[src/hw/rtl/lpr_pkg.sv]
`timescale 1ns / 1ps
// ----------------------------------------------------------------------------
// lpr_pkg
// Shared constants and types for the lru page replacement block.
// ----------------------------------------------------------------------------
package lpr_pkg;

    localparam int MAX_FRAMES     = 16;
    localparam int PAGE_BITS      = 16;
    localparam int PORT_PAGE_BITS = 16;
    localparam int INDEX_BITS     = 4;
    localparam int CFG_BITS       = 5;
    localparam int FAULT_BITS     = 32;
    localparam int FRAME_BITS     = (MAX_FRAMES > 1) ? $clog2(MAX_FRAMES) : 1;
    localparam int RANK_BITS      = FRAME_BITS;

    localparam logic [CFG_BITS-1:0]   FRAMES_RESET = CFG_BITS'(3);
    localparam logic [RANK_BITS-1:0]  RANK_MAX     = RANK_BITS'(MAX_FRAMES - 1);
    localparam logic [FAULT_BITS-1:0] FAULT_MAX    = {FAULT_BITS{1'b1}};

    typedef logic [MAX_FRAMES-1:0]                 frame_vec_t;
    typedef logic [MAX_FRAMES-1:0][PAGE_BITS-1:0]  page_arr_t;
    typedef logic [MAX_FRAMES-1:0][RANK_BITS-1:0]  rank_arr_t;

    typedef struct packed {
        logic                  hit;
        logic                  fill_empty;
        logic                  evict;
        logic [FRAME_BITS-1:0] idx;
    } lpr_sel_t;

    typedef struct packed {
        logic                      hit;
        logic [INDEX_BITS-1:0]     frame_index;
        logic                      evicted_valid;
        logic [PORT_PAGE_BITS-1:0] evicted_page;
        logic [FAULT_BITS-1:0]     fault_total;
    } lpr_result_t;

endpackage

[src/hw/rtl/lru_page_replacement.sv]
`timescale 1ns / 1ps
// ----------------------------------------------------------------------------
// lru_page_replacement
// Fully associative page frame store with least-recently-used replacement.
// ----------------------------------------------------------------------------
//  channel   signals                                   dir   handshake
//  in        page                                      in    in_valid/in_ready
//  out       hit frame_index evicted_valid             out   out_valid/out_ready
//            evicted_page fault_total
//  cfg       cfg_wr_data (frames_in_use)               in    cfg_wr_en
//
//  one transaction per clock while the output is not stalled; the page is held
//  in the input register and the result in the result register, around the
//  combinational compare, victim pick and rank update
//  reset clears valid bits, ranks, fault count; frames_in_use resets to 3
//  an output stall holds the result and lets one more input sit registered
// ----------------------------------------------------------------------------
module lru_page_replacement
    import lpr_pkg::*;
(
    input  logic                      clk,
    input  logic                      rst_n,
    input  logic                      cfg_wr_en,
    input  logic [CFG_BITS-1:0]       cfg_wr_data,
    input  logic                      in_valid,
    output logic                      in_ready,
    input  logic [PORT_PAGE_BITS-1:0] page,
    output logic                      out_valid,
    input  logic                      out_ready,
    output logic                      hit,
    output logic [INDEX_BITS-1:0]     frame_index,
    output logic                      evicted_valid,
    output logic [PORT_PAGE_BITS-1:0] evicted_page,
    output logic [FAULT_BITS-1:0]     fault_total
);

    logic [CFG_BITS-1:0]  frames_in_use_reg;
    logic                 in_full_reg;
    logic                 in_full_next;
    logic [PAGE_BITS-1:0] page_reg;
    logic                 out_valid_reg;
    logic                 out_valid_next;
    lpr_result_t          result_reg;
    lpr_result_t          result;
    logic                 advance;
    logic                 in_fire;

    assign advance  = in_full_reg && (!out_valid_reg || out_ready);
    assign in_ready = !in_full_reg || advance;
    assign in_fire  = in_valid && in_ready;

    always_comb
    begin
        in_full_next = in_full_reg;
        if (in_fire)
        begin
            in_full_next = 1'b1;
        end
        else if (advance)
        begin
            in_full_next = 1'b0;
        end
    end

    always_comb
    begin
        out_valid_next = out_valid_reg;
        if (advance)
        begin
            out_valid_next = 1'b1;
        end
        else if (out_ready)
        begin
            out_valid_next = 1'b0;
        end
    end

    lpr_store u_store (
        .clk           (clk),
        .rst_n         (rst_n),
        .fire          (advance),
        .page          (page_reg),
        .frames_in_use (frames_in_use_reg),
        .result        (result)
    );

    always_ff @(posedge clk or negedge rst_n)
    begin
        if (!rst_n)
        begin
            frames_in_use_reg <= FRAMES_RESET;
            in_full_reg       <= 1'b0;
            out_valid_reg     <= 1'b0;
        end
        else
        begin
            if (cfg_wr_en)
            begin
                frames_in_use_reg <= cfg_wr_data;
            end
            in_full_reg   <= in_full_next;
            out_valid_reg <= out_valid_next;
        end
    end

    always_ff @(posedge clk)
    begin
        if (in_fire)
        begin
            page_reg <= PAGE_BITS'(page);
        end
        if (advance)
        begin
            result_reg <= result;
        end
    end

    assign out_valid     = out_valid_reg;
    assign hit           = result_reg.hit;
    assign frame_index   = result_reg.frame_index;
    assign evicted_valid = result_reg.evicted_valid;
    assign evicted_page  = result_reg.evicted_page;
    assign fault_total   = result_reg.fault_total;

endmodule

[src/hw/rtl/lpr_lookup.sv]
`timescale 1ns / 1ps
// ----------------------------------------------------------------------------
// lpr_lookup
// Parallel tag compare, empty frame search and lru victim pick.
// ----------------------------------------------------------------------------
module lpr_lookup
    import lpr_pkg::*;
(
    input  logic [PAGE_BITS-1:0] page,
    input  page_arr_t            frame_page,
    input  frame_vec_t           frame_valid,
    input  rank_arr_t            recency_rank,
    input  frame_vec_t           active,
    output lpr_sel_t             sel
);

    frame_vec_t            hit_vec;
    frame_vec_t            empty_vec;
    frame_vec_t            max_vec;
    logic [FRAME_BITS-1:0] hit_idx;
    logic [FRAME_BITS-1:0] empty_idx;
    logic [FRAME_BITS-1:0] max_idx;

    always_comb
    begin
        for (int j = 0; j < MAX_FRAMES; j++)
        begin
            hit_vec[j]   = active[j] & frame_valid[j] & (frame_page[j] == page);
            empty_vec[j] = active[j] & ~frame_valid[j];
            max_vec[j]   = active[j];
            for (int k = 0; k < MAX_FRAMES; k++)
            begin
                if (active[k] && (recency_rank[k] > recency_rank[j]))
                begin
                    max_vec[j] = 1'b0;
                end
            end
        end
    end

    // lowest set index of each vector
    always_comb
    begin
        hit_idx   = '0;
        empty_idx = '0;
        max_idx   = '0;
        for (int j = MAX_FRAMES - 1; j >= 0; j--)
        begin
            if (hit_vec[j])
            begin
                hit_idx = FRAME_BITS'(j);
            end
            if (empty_vec[j])
            begin
                empty_idx = FRAME_BITS'(j);
            end
            if (max_vec[j])
            begin
                max_idx = FRAME_BITS'(j);
            end
        end
    end

    always_comb
    begin
        sel.hit        = |hit_vec;
        sel.fill_empty = ~(|hit_vec) & (|empty_vec);
        sel.evict      = ~(|hit_vec) & ~(|empty_vec);
        if (|hit_vec)
        begin
            sel.idx = hit_idx;
        end
        else if (|empty_vec)
        begin
            sel.idx = empty_idx;
        end
        else
        begin
            sel.idx = max_idx;
        end
    end

endmodule

[src/hw/rtl/lpr_store.sv]
`timescale 1ns / 1ps
// ----------------------------------------------------------------------------
// lpr_store
// Frame tags, valid bits, recency ranks and fault counter with their update.
// ----------------------------------------------------------------------------
module lpr_store
    import lpr_pkg::*;
(
    input  logic                clk,
    input  logic                rst_n,
    input  logic                fire,
    input  logic [PAGE_BITS-1:0] page,
    input  logic [CFG_BITS-1:0] frames_in_use,
    output lpr_result_t         result
);

    page_arr_t             frame_page_reg;
    frame_vec_t            frame_valid_reg;
    rank_arr_t             recency_rank_reg;
    rank_arr_t             recency_rank_next;
    logic [FAULT_BITS-1:0] fault_count_reg;
    logic [FAULT_BITS-1:0] fault_count_next;
    frame_vec_t            active;
    lpr_sel_t              sel;
    logic [RANK_BITS-1:0]  limit;

    // frame 0 always takes part, the rest up to the configured count
    always_comb
    begin
        for (int j = 0; j < MAX_FRAMES; j++)
        begin
            active[j] = (j == 0) || (32'(frames_in_use) > 32'(j));
        end
    end

    lpr_lookup u_lookup (
        .page         (page),
        .frame_page   (frame_page_reg),
        .frame_valid  (frame_valid_reg),
        .recency_rank (recency_rank_reg),
        .active       (active),
        .sel          (sel)
    );

    assign limit = recency_rank_reg[sel.idx];

    always_comb
    begin
        for (int j = 0; j < MAX_FRAMES; j++)
        begin
            recency_rank_next[j] = recency_rank_reg[j];
            if (FRAME_BITS'(j) == sel.idx)
            begin
                recency_rank_next[j] = '0;
            end
            else if (active[j] && frame_valid_reg[j]
                     && (sel.fill_empty || (recency_rank_reg[j] < limit))
                     && (recency_rank_reg[j] < RANK_MAX))
            begin
                recency_rank_next[j] = recency_rank_reg[j] + RANK_BITS'(1);
            end
        end
    end

    always_comb
    begin
        fault_count_next = fault_count_reg;
        if (!sel.hit && (fault_count_reg != FAULT_MAX))
        begin
            fault_count_next = fault_count_reg + FAULT_BITS'(1);
        end
    end

    always_comb
    begin
        result.hit           = sel.hit;
        result.frame_index   = INDEX_BITS'(sel.idx);
        result.evicted_valid = sel.evict;
        result.evicted_page  = sel.evict ? PORT_PAGE_BITS'(frame_page_reg[sel.idx]) : '0;
        result.fault_total   = fault_count_next;
    end

    always_ff @(posedge clk or negedge rst_n)
    begin
        if (!rst_n)
        begin
            frame_valid_reg  <= '0;
            recency_rank_reg <= '0;
            fault_count_reg  <= '0;
        end
        else if (fire)
        begin
            recency_rank_reg <= recency_rank_next;
            fault_count_reg  <= fault_count_next;
            if (!sel.hit)
            begin
                frame_valid_reg[sel.idx] <= 1'b1;
            end
        end
    end

    // tags need no reset, valid bits guard them
    always_ff @(posedge clk)
    begin
        if (fire && !sel.hit)
        begin
            frame_page_reg[sel.idx] <= page;
        end
    end

endmodule

[config.mk]
export PLATFORM = sky130hd
export DESIGN_NAME = lru_page_replacement
export DESIGN_NICKNAME = d
export VERILOG_FILES = /design/src/hw/rtl/lpr_pkg.sv /design/src/hw/rtl/lru_page_replacement.sv /design/src/hw/rtl/lpr_lookup.sv /design/src/hw/rtl/lpr_store.sv
export SDC_FILE = /design/constraint.sdc
export NUM_CORES = 2
export LEC_CHECK = 0
export BUFFER_PORTS_ARGS = -buffer_cell sky130_fd_sc_hd__buf_2
export CORE_ASPECT_RATIO = 1.4
export CORE_MARGIN = 3
export CORE_UTILIZATION = 40
export CTS_BUF_LIST = sky130_fd_sc_hd__clkbuf_4
export CTS_CLUSTER_DIAMETER = 30
export DETAILED_ROUTE_END_ITERATION = 16
export SLEW_MARGIN = 20
export SYNTH_ARGS = -nofsm -noshare
export SYNTH_HDL_FRONTEND = slang
export SYNTH_SLANG_ARGS = --single-unit
[constraint.sdc]
create_clock -name clk -period 9.4 [get_ports clk]
set_clock_uncertainty 0.2 [all_clocks]
set_input_delay 2.82 -clock clk [delete_from_list [all_inputs] [get_ports clk]]
set_output_delay 2.82 -clock clk [all_outputs]
set_load 0.01 [all_outputs]
# After elaboration in Yosys (flattened, before gate mapping)
# Cells that the tools add are included.
dict set report word_totals {
  ff_bits 445
  in_bits 26
  out_inout_bits 56
  elab_cells 1167
}
dict set report classes {
  add_sub_neg 17
  magnitude_cmp 305
  n_eq_ne 32
  mux 352
  bitwise_logic 67
  n_reduce_logical 351
}
# cell n
set op_table {}
lappend op_table {{$gt 4x4->1} 256}
lappend op_table {{$mux 4} 83}
lappend op_table {{$logic_and 1x1->1} 292}
lappend op_table {{$mux 1} 261}
lappend op_table {{$bwmux 256} 1}
lappend op_table {{$eq 16x16->1} 16}
lappend op_table {{$add 4x1->4 const B} 16}
lappend op_table {{$bmux 16 s4} 1}
lappend op_table {{$demux 16 s4} 1}
lappend op_table {{$lt 4x4->1} 16}
lappend op_table {{$lt 4x4->1 const B} 16}
lappend op_table {{$and 1x1->1} 48}
lappend op_table {{$gt 5x4->1 const B} 8}
lappend op_table {{$reduce_bool 2->1} 18}
lappend op_table {{$reduce_and 2->1} 17}
lappend op_table {{$add 32x1->32 const B} 1}
lappend op_table {{$eq 4x4->1 const A} 8}
lappend op_table {{$mux 16} 2}
lappend op_table {{$mux 32} 1}
lappend op_table {{$ne 32x32->1 const B} 1}
lappend op_table {{$reduce_or 16->1} 2}
lappend op_table {{$gt 5x3->1 const B} 4}
lappend op_table {{$logic_or 1x1->1} 18}
lappend op_table {{$not 1->1} 18}
lappend op_table {{other kinds (12)} 19}

# Longest topological paths before layout
dict set report logic_depth {
  ltp_word 43
  depth_mapped 29
  ltp_nobuf 24
}

# Cells and area by module
# A second synthesis with hierarchy kept.
dict set report hier_totals {
  hier_cells 3680
  area_unflattened_um2 37822.5
}
# mod instances cells_each area_each_um2 seq_area_each_um2
set by_module_without_submodules {}
lappend by_module_without_submodules {lpr_store 1 1537 19819.0 10490.1}
lappend by_module_without_submodules {lpr_lookup 1 2055 15628.7 0.0}
lappend by_module_without_submodules {lru_page_replacement 1 88 2374.8 2279.7}

# Worst setup path after synthesis
# Ideal clock, no wire load.
dict set report synth_timing {
  kind {reg-to-reg}
  start {register page_reg[7]}
  end {register u_store.recency_rank_reg[36] (netlist bit)}
  setup_time_ns 0.125
  arrival_time_ns 7.131
  required_ns 9.075
  setup_slack_ns 1.944
  path_stages_with_launch 25
  path_buffers 5
  synth_period_minus_slack_ns 7.456
  cell_sequence {edfxtp_1 > clkbuf_1 > buf_2 > xnor2_1 > nand4_1 > or4b_2 > and3_1 > a221o_1 > o21ai_1 > o31a_1 > clkbuf_1 > clkbuf_1 > buf_1 > nor2_1 > a211oi_1 > a211oi_1 > o31ai_1 > ha_1 > o21ai_0 > nand2b_1 > a21oi_1 > a211oi_1 > a311oi_2 > o21ai_0 > mux2_2}
}
dict set report synth_via {
  elab_chain_len 27
  word_cells_on_any_way 62
  cone_classes {order compare (1); eq/ne (17); mux (20); bitwise (18); reduce/logical (6)}
}
# element line_no
set synth_rtl {}
lappend synth_rtl {{start: declaration} lru_page_replacement.sv:40} ;# logic [PAGE_BITS-1:0] page_reg;
lappend synth_rtl {{start signal: assignment} lru_page_replacement.sv:110} ;# page_reg <= PAGE_BITS'(page);
lappend synth_rtl {{$eq 16x16->1} lpr_lookup.sv:28} ;# hit_vec[j] = active[j] & frame_valid[j] & (frame_page[j] == page);
lappend synth_rtl {{$and 1x1->1} lpr_lookup.sv:28}
lappend synth_rtl {{$mux 4 (16 in a row)} lpr_lookup.sv:49} ;# if (hit_vec[j])
lappend synth_rtl {{$mux 4} lpr_lookup.sv:69} ;# if (|hit_vec)
lappend synth_rtl {{$bmux 4 s4} lpr_store.sv:45} ;# assign limit = recency_rank_reg[sel.idx];
lappend synth_rtl {{$mux 4 (not written as such)} lpr_store.sv:45}
lappend synth_rtl {{$lt 4x4->1} lpr_store.sv:57} ;# && (sel.fill_empty || (recency_rank_reg[j] < limit))
lappend synth_rtl {{$logic_or 1x1->1} lpr_store.sv:57}
lappend synth_rtl {{$logic_and 1x1->1} lpr_store.sv:57}
lappend synth_rtl {{$logic_and 1x1->1} lpr_store.sv:58} ;# && (recency_rank_reg[j] < RANK_MAX))
lappend synth_rtl {{$reduce_bool 2->1 (no source line)} n/a}
lappend synth_rtl {{$reduce_and 2->1 (no source line)} n/a}
lappend synth_rtl {{end signal: assignment} lpr_store.sv:93} ;# recency_rank_reg <= recency_rank_next;
lappend synth_rtl {{end: declaration} lpr_store.sv:19} ;# rank_arr_t recency_rank_reg;
# Parallel ways exist; a longest one is shown, timed or not. The select of a mux whose other input is x is not followed.
# A chain may end at the register's enable or synchronous reset.

# Worst setup path in the final report
dict set report layout_timing {
  start {register frames_in_use_reg[4]}
  end {register u_store.recency_rank_reg[36] (netlist bit)}
}
dict set report layout_via {
  elab_chain_len 43
  word_cells_on_any_way 620
  cone_classes {order compare (16); eq/ne (1); mux (308); bitwise (47); reduce/logical (248)}
}
# element line_no
set layout_rtl {}
lappend layout_rtl {{start: declaration} lru_page_replacement.sv:37} ;# logic [CFG_BITS-1:0] frames_in_use_reg;
lappend layout_rtl {{start signal: assignment} lru_page_replacement.sv:99} ;# frames_in_use_reg <= cfg_wr_data;
lappend layout_rtl {{$gt 5x4->1 / $gt 5x1->1 (equally long branches)} lpr_store.sv:32} ;# active[j] = (j == 0) || (32'(frames_in_use) > 32'(j));
lappend layout_rtl {{$mux 1 / $logic_and 1x1->1 (equally long branches)} lpr_lookup.sv:33} ;# if (active[k] && (recency_rank[k] > recency_rank[j]))
lappend layout_rtl {{$mux 1 (15 in a row)} lpr_lookup.sv:33}
lappend layout_rtl {{$mux 4 (16 in a row)} lpr_lookup.sv:57} ;# if (max_vec[j])
lappend layout_rtl {{$mux 4} lpr_lookup.sv:73} ;# else if (|empty_vec)
lappend layout_rtl {{$mux 4} lpr_lookup.sv:69}
lappend layout_rtl {{$bmux 4 s4} lpr_store.sv:45}
lappend layout_rtl {{$mux 4 (not written as such)} lpr_store.sv:45}
lappend layout_rtl {{$lt 4x4->1} lpr_store.sv:57}
lappend layout_rtl {{$logic_or 1x1->1} lpr_store.sv:57}
lappend layout_rtl {{$logic_and 1x1->1} lpr_store.sv:57}
lappend layout_rtl {{$logic_and 1x1->1} lpr_store.sv:58}
lappend layout_rtl {{$reduce_bool 2->1 (no source line)} n/a}
lappend layout_rtl {{$reduce_and 2->1 (no source line)} n/a}
# Parallel ways exist; a longest one is shown, timed or not. The select of a mux whose other input is x is not followed.

==> flow_summary.ini <==
[run_status]
outcome = finished, final reports clean

[place]
port_buffers = 81
hpwl_um = 117900
place_congestion = 1.052
place_area_um2 = 40330

[job]
cap_violations = 0

[detailed_routing]
avgRoutedWirePerCell_um = 29.53
dr.pass1.iters = 6
vias_per_cell = 6.538
ant_nets = 0
route.met2.wl_um = 71470
first_iter_violations = 3513
highest_layer = met4
wl_met3_um = 12510
m1WireLength_um = 57850
wl_um = 158000
via_count = 34983
drc = 0

[yosys]
synth.distinct_cells = 98
ys_warn_count = 0
synth_compound_area_share_pct = 18.39
synth_simple_gate_area_share_pct = 17.44
synth_area_um2 = 37830
synth_xor_area_share_pct = 7.408
ys_seq_area_share_pct = 33.75
synthFlopType = edfxtp_1
ys_ff_latch = 445
synth_fa_ha_area_share_pct = 18.02
syn_inst = 3848
synthArstFlopShare_pct = 26.74
synth_nets = 4419
synth_edf_count = 326
synth_area_per_cell_um2 = 9.831
synthMuxAreaShare_pct = 2.342
synth_top_family_by_area = compound AO/OA/AOI/OAI gates

[sta]
finalMaxSlewViolations = 0
rsz0062_at_grt = false
timing.fmax_mhz = 117.3
fin_tns_setup_ns = 0
fin_crit_sh_pct = 90.66
finalHoldViolCount = 0
slew_headroom_pct = 20.58
worst_slew_pin_slew_ns = 1.161
hold_slack_ns = 0.3150
setup_viol = 0
final.min_clock_period_ns = 8.522

[global_route]
track_usage_pct = 31.51
gr-total-overflow = 0
grt_pass1_wl_um = 227900
first_global_vias = 33708
grt_antenna_before_repair = 7
grt_max_degree = 82

[clock_network]
clk_latency_ns = 1.07
postCtsSetupRepairBufs = 0
htree_num_levels = 3
cts_num_sinks = 445
numCtsBuffers = 117
cts.path.max_buffers = 3
holdBufCountCts = 0
cts_resized = 0
cts_root_buf = clkbuf_4
cts.reportedPaths.clkPinSlew_ns = 0.07
cts_tree = yes

[floorplanning]
dieArea_um2 = 98360
start_util_pct = 40.61
core-area_um2 = 93150
die_x_um = 265.9
fp.dieH_um = 369.9
num_rows = 132
io_pins = 82

[cells_and_area]
final_area_um2 = 41910
largest_reg_flops = 256
utilization_pct = 44.99
syn_to_final_growth_pct = 10.79
drive_gt1_share_pct = 12.47
finalNetCount = 4613

[critical_path]
critPathMaxFanout = 47
worstSetupPathType = reg2reg
critPathArrivalTime_ns = 9.19
crit_path_start_kind = register
required_ns = 10.07
setup.worst_path.end_class = register

[min_path]
hold_class = reg2reg
## worst paths after layout
path / start / to / slack, ns / cells after the start
min in group asynchronous: rst_n / u_store.recency_rank_reg[13] / 1.58 / 1
max in group asynchronous: rst_n / u_store.recency_rank_reg[44] / 6.02 / 2
worst max register to register: frames_in_use_reg[4] / u_store.recency_rank_reg[36] / 0.88 / 22
worst max-delay path: frames_in_use_reg[4] / u_store.recency_rank_reg[36] / 0.88 / 22
worst min-delay path: u_store.fault_count_reg[8] / u_store.fault_count_reg[8] / 0.32 / 1
worst min register to register: u_store.fault_count_reg[8] / u_store.fault_count_reg[8] / 0.32 / 1
## metrics by stage
stage | setup slack [ns] | cells
after CTS | 1.001 | 5342
after floorplan | 1.944 | 3848
after global placement | 1.174 | 5128
final | 0.8777 | 5351
after global routing | 0.3973 | 5346
after detailed placement | 1.061 | 5128
## worst max-delay path, stage by stage (launching register included)
cell and delay, ns:
dfrtp_2 0.77, buf_4 0.44, a211oi_1 0.11, nor2_1 0.66, nand3_1 0.51, o2111ai_1 0.28
nor4bb_1 0.15, a21o_1 0.21, or4b_1 0.54, nor2_2 0.48, o31a_2 0.84, inv_6 0.16
nand2_1 0.11, o21ai_0 0.08, o211ai_1 0.18, o21ai_0 0.12, o21ai_2 0.66, ha_1 0.38
a2111oi_0 0.40, a211oi_1 0.14, a311oi_2 0.40, o21ai_0 0.17, mux2_2 0.33
## layout by cell type (no fill, tap or decap), types with 116 or more instances in the layout
master,count
nand2_1,197
nand3_1,172
a211oi_1,170
nand4_1,146
nor2_1,144
xor2_1,147
edfxtp_1,326
xnor2_1,173
clkbuf_4,149
buf_4,141
dfrtp_1,116
a21oi_1,297
ha_1,545
## Yosys cell counts, drive strengths merged, types with 101 or more instances
| cell type | instances | area [um2] |
|---|---|---|
| nand3 | 172 | 860.8 |
| nand4 | 146 | 913.4 |
| clkbuf | 104 | 390.4 |
| a21oi | 298 | 1495 |
| edfxtp | 326 | 9789 |
| nor2 | 145 | 546.8 |
| nand2 | 198 | 743.2 |
| xor2 | 147 | 1287 |
| o211ai | 109 | 818.3 |
| dfrtp | 117 | 2928 |
| inv | 101 | 379.1 |
| xnor2 | 173 | 1515 |
| a211oi | 172 | 1296 |
| ha | 545 | 6819 |
## cells by family after synthesis
group | Yosys count
and+or+nand+nor | 1196
buffers and inverters | 250
adders and majority gates | 545
xor gates and xnor gates | 320
AOI/OAI and AO/OA | 1005
DFF | 445
muxes | 87
## cell type report
| cell class | instances | area (um2) |
|---|---|---|
| clock inverter | 65 | 422.9 |
| sequential | 445 | 12770 |
| inverter | 101 | 386.6 |
| fill | 9087 | 51240 |
| tap | 1206 | 1509 |
| clock buffer | 149 | 1119 |
| antenna | 8 | 20.02 |
| timing repair buffer | 224 | 1505 |
| multi-input combinational | 3153 | 24180 |
## metal layers
layer	vias to the layer above	global-route usage [%]
li1	15562	-
met1	16904	35.86
met2	1877	50.65
met3	640	6.112
met4	0	27.26
met5	-	0
Power is left out: the tool's default activity adds up to more than one toggle a clock period on the data nets, which glitch-free logic cannot reach.
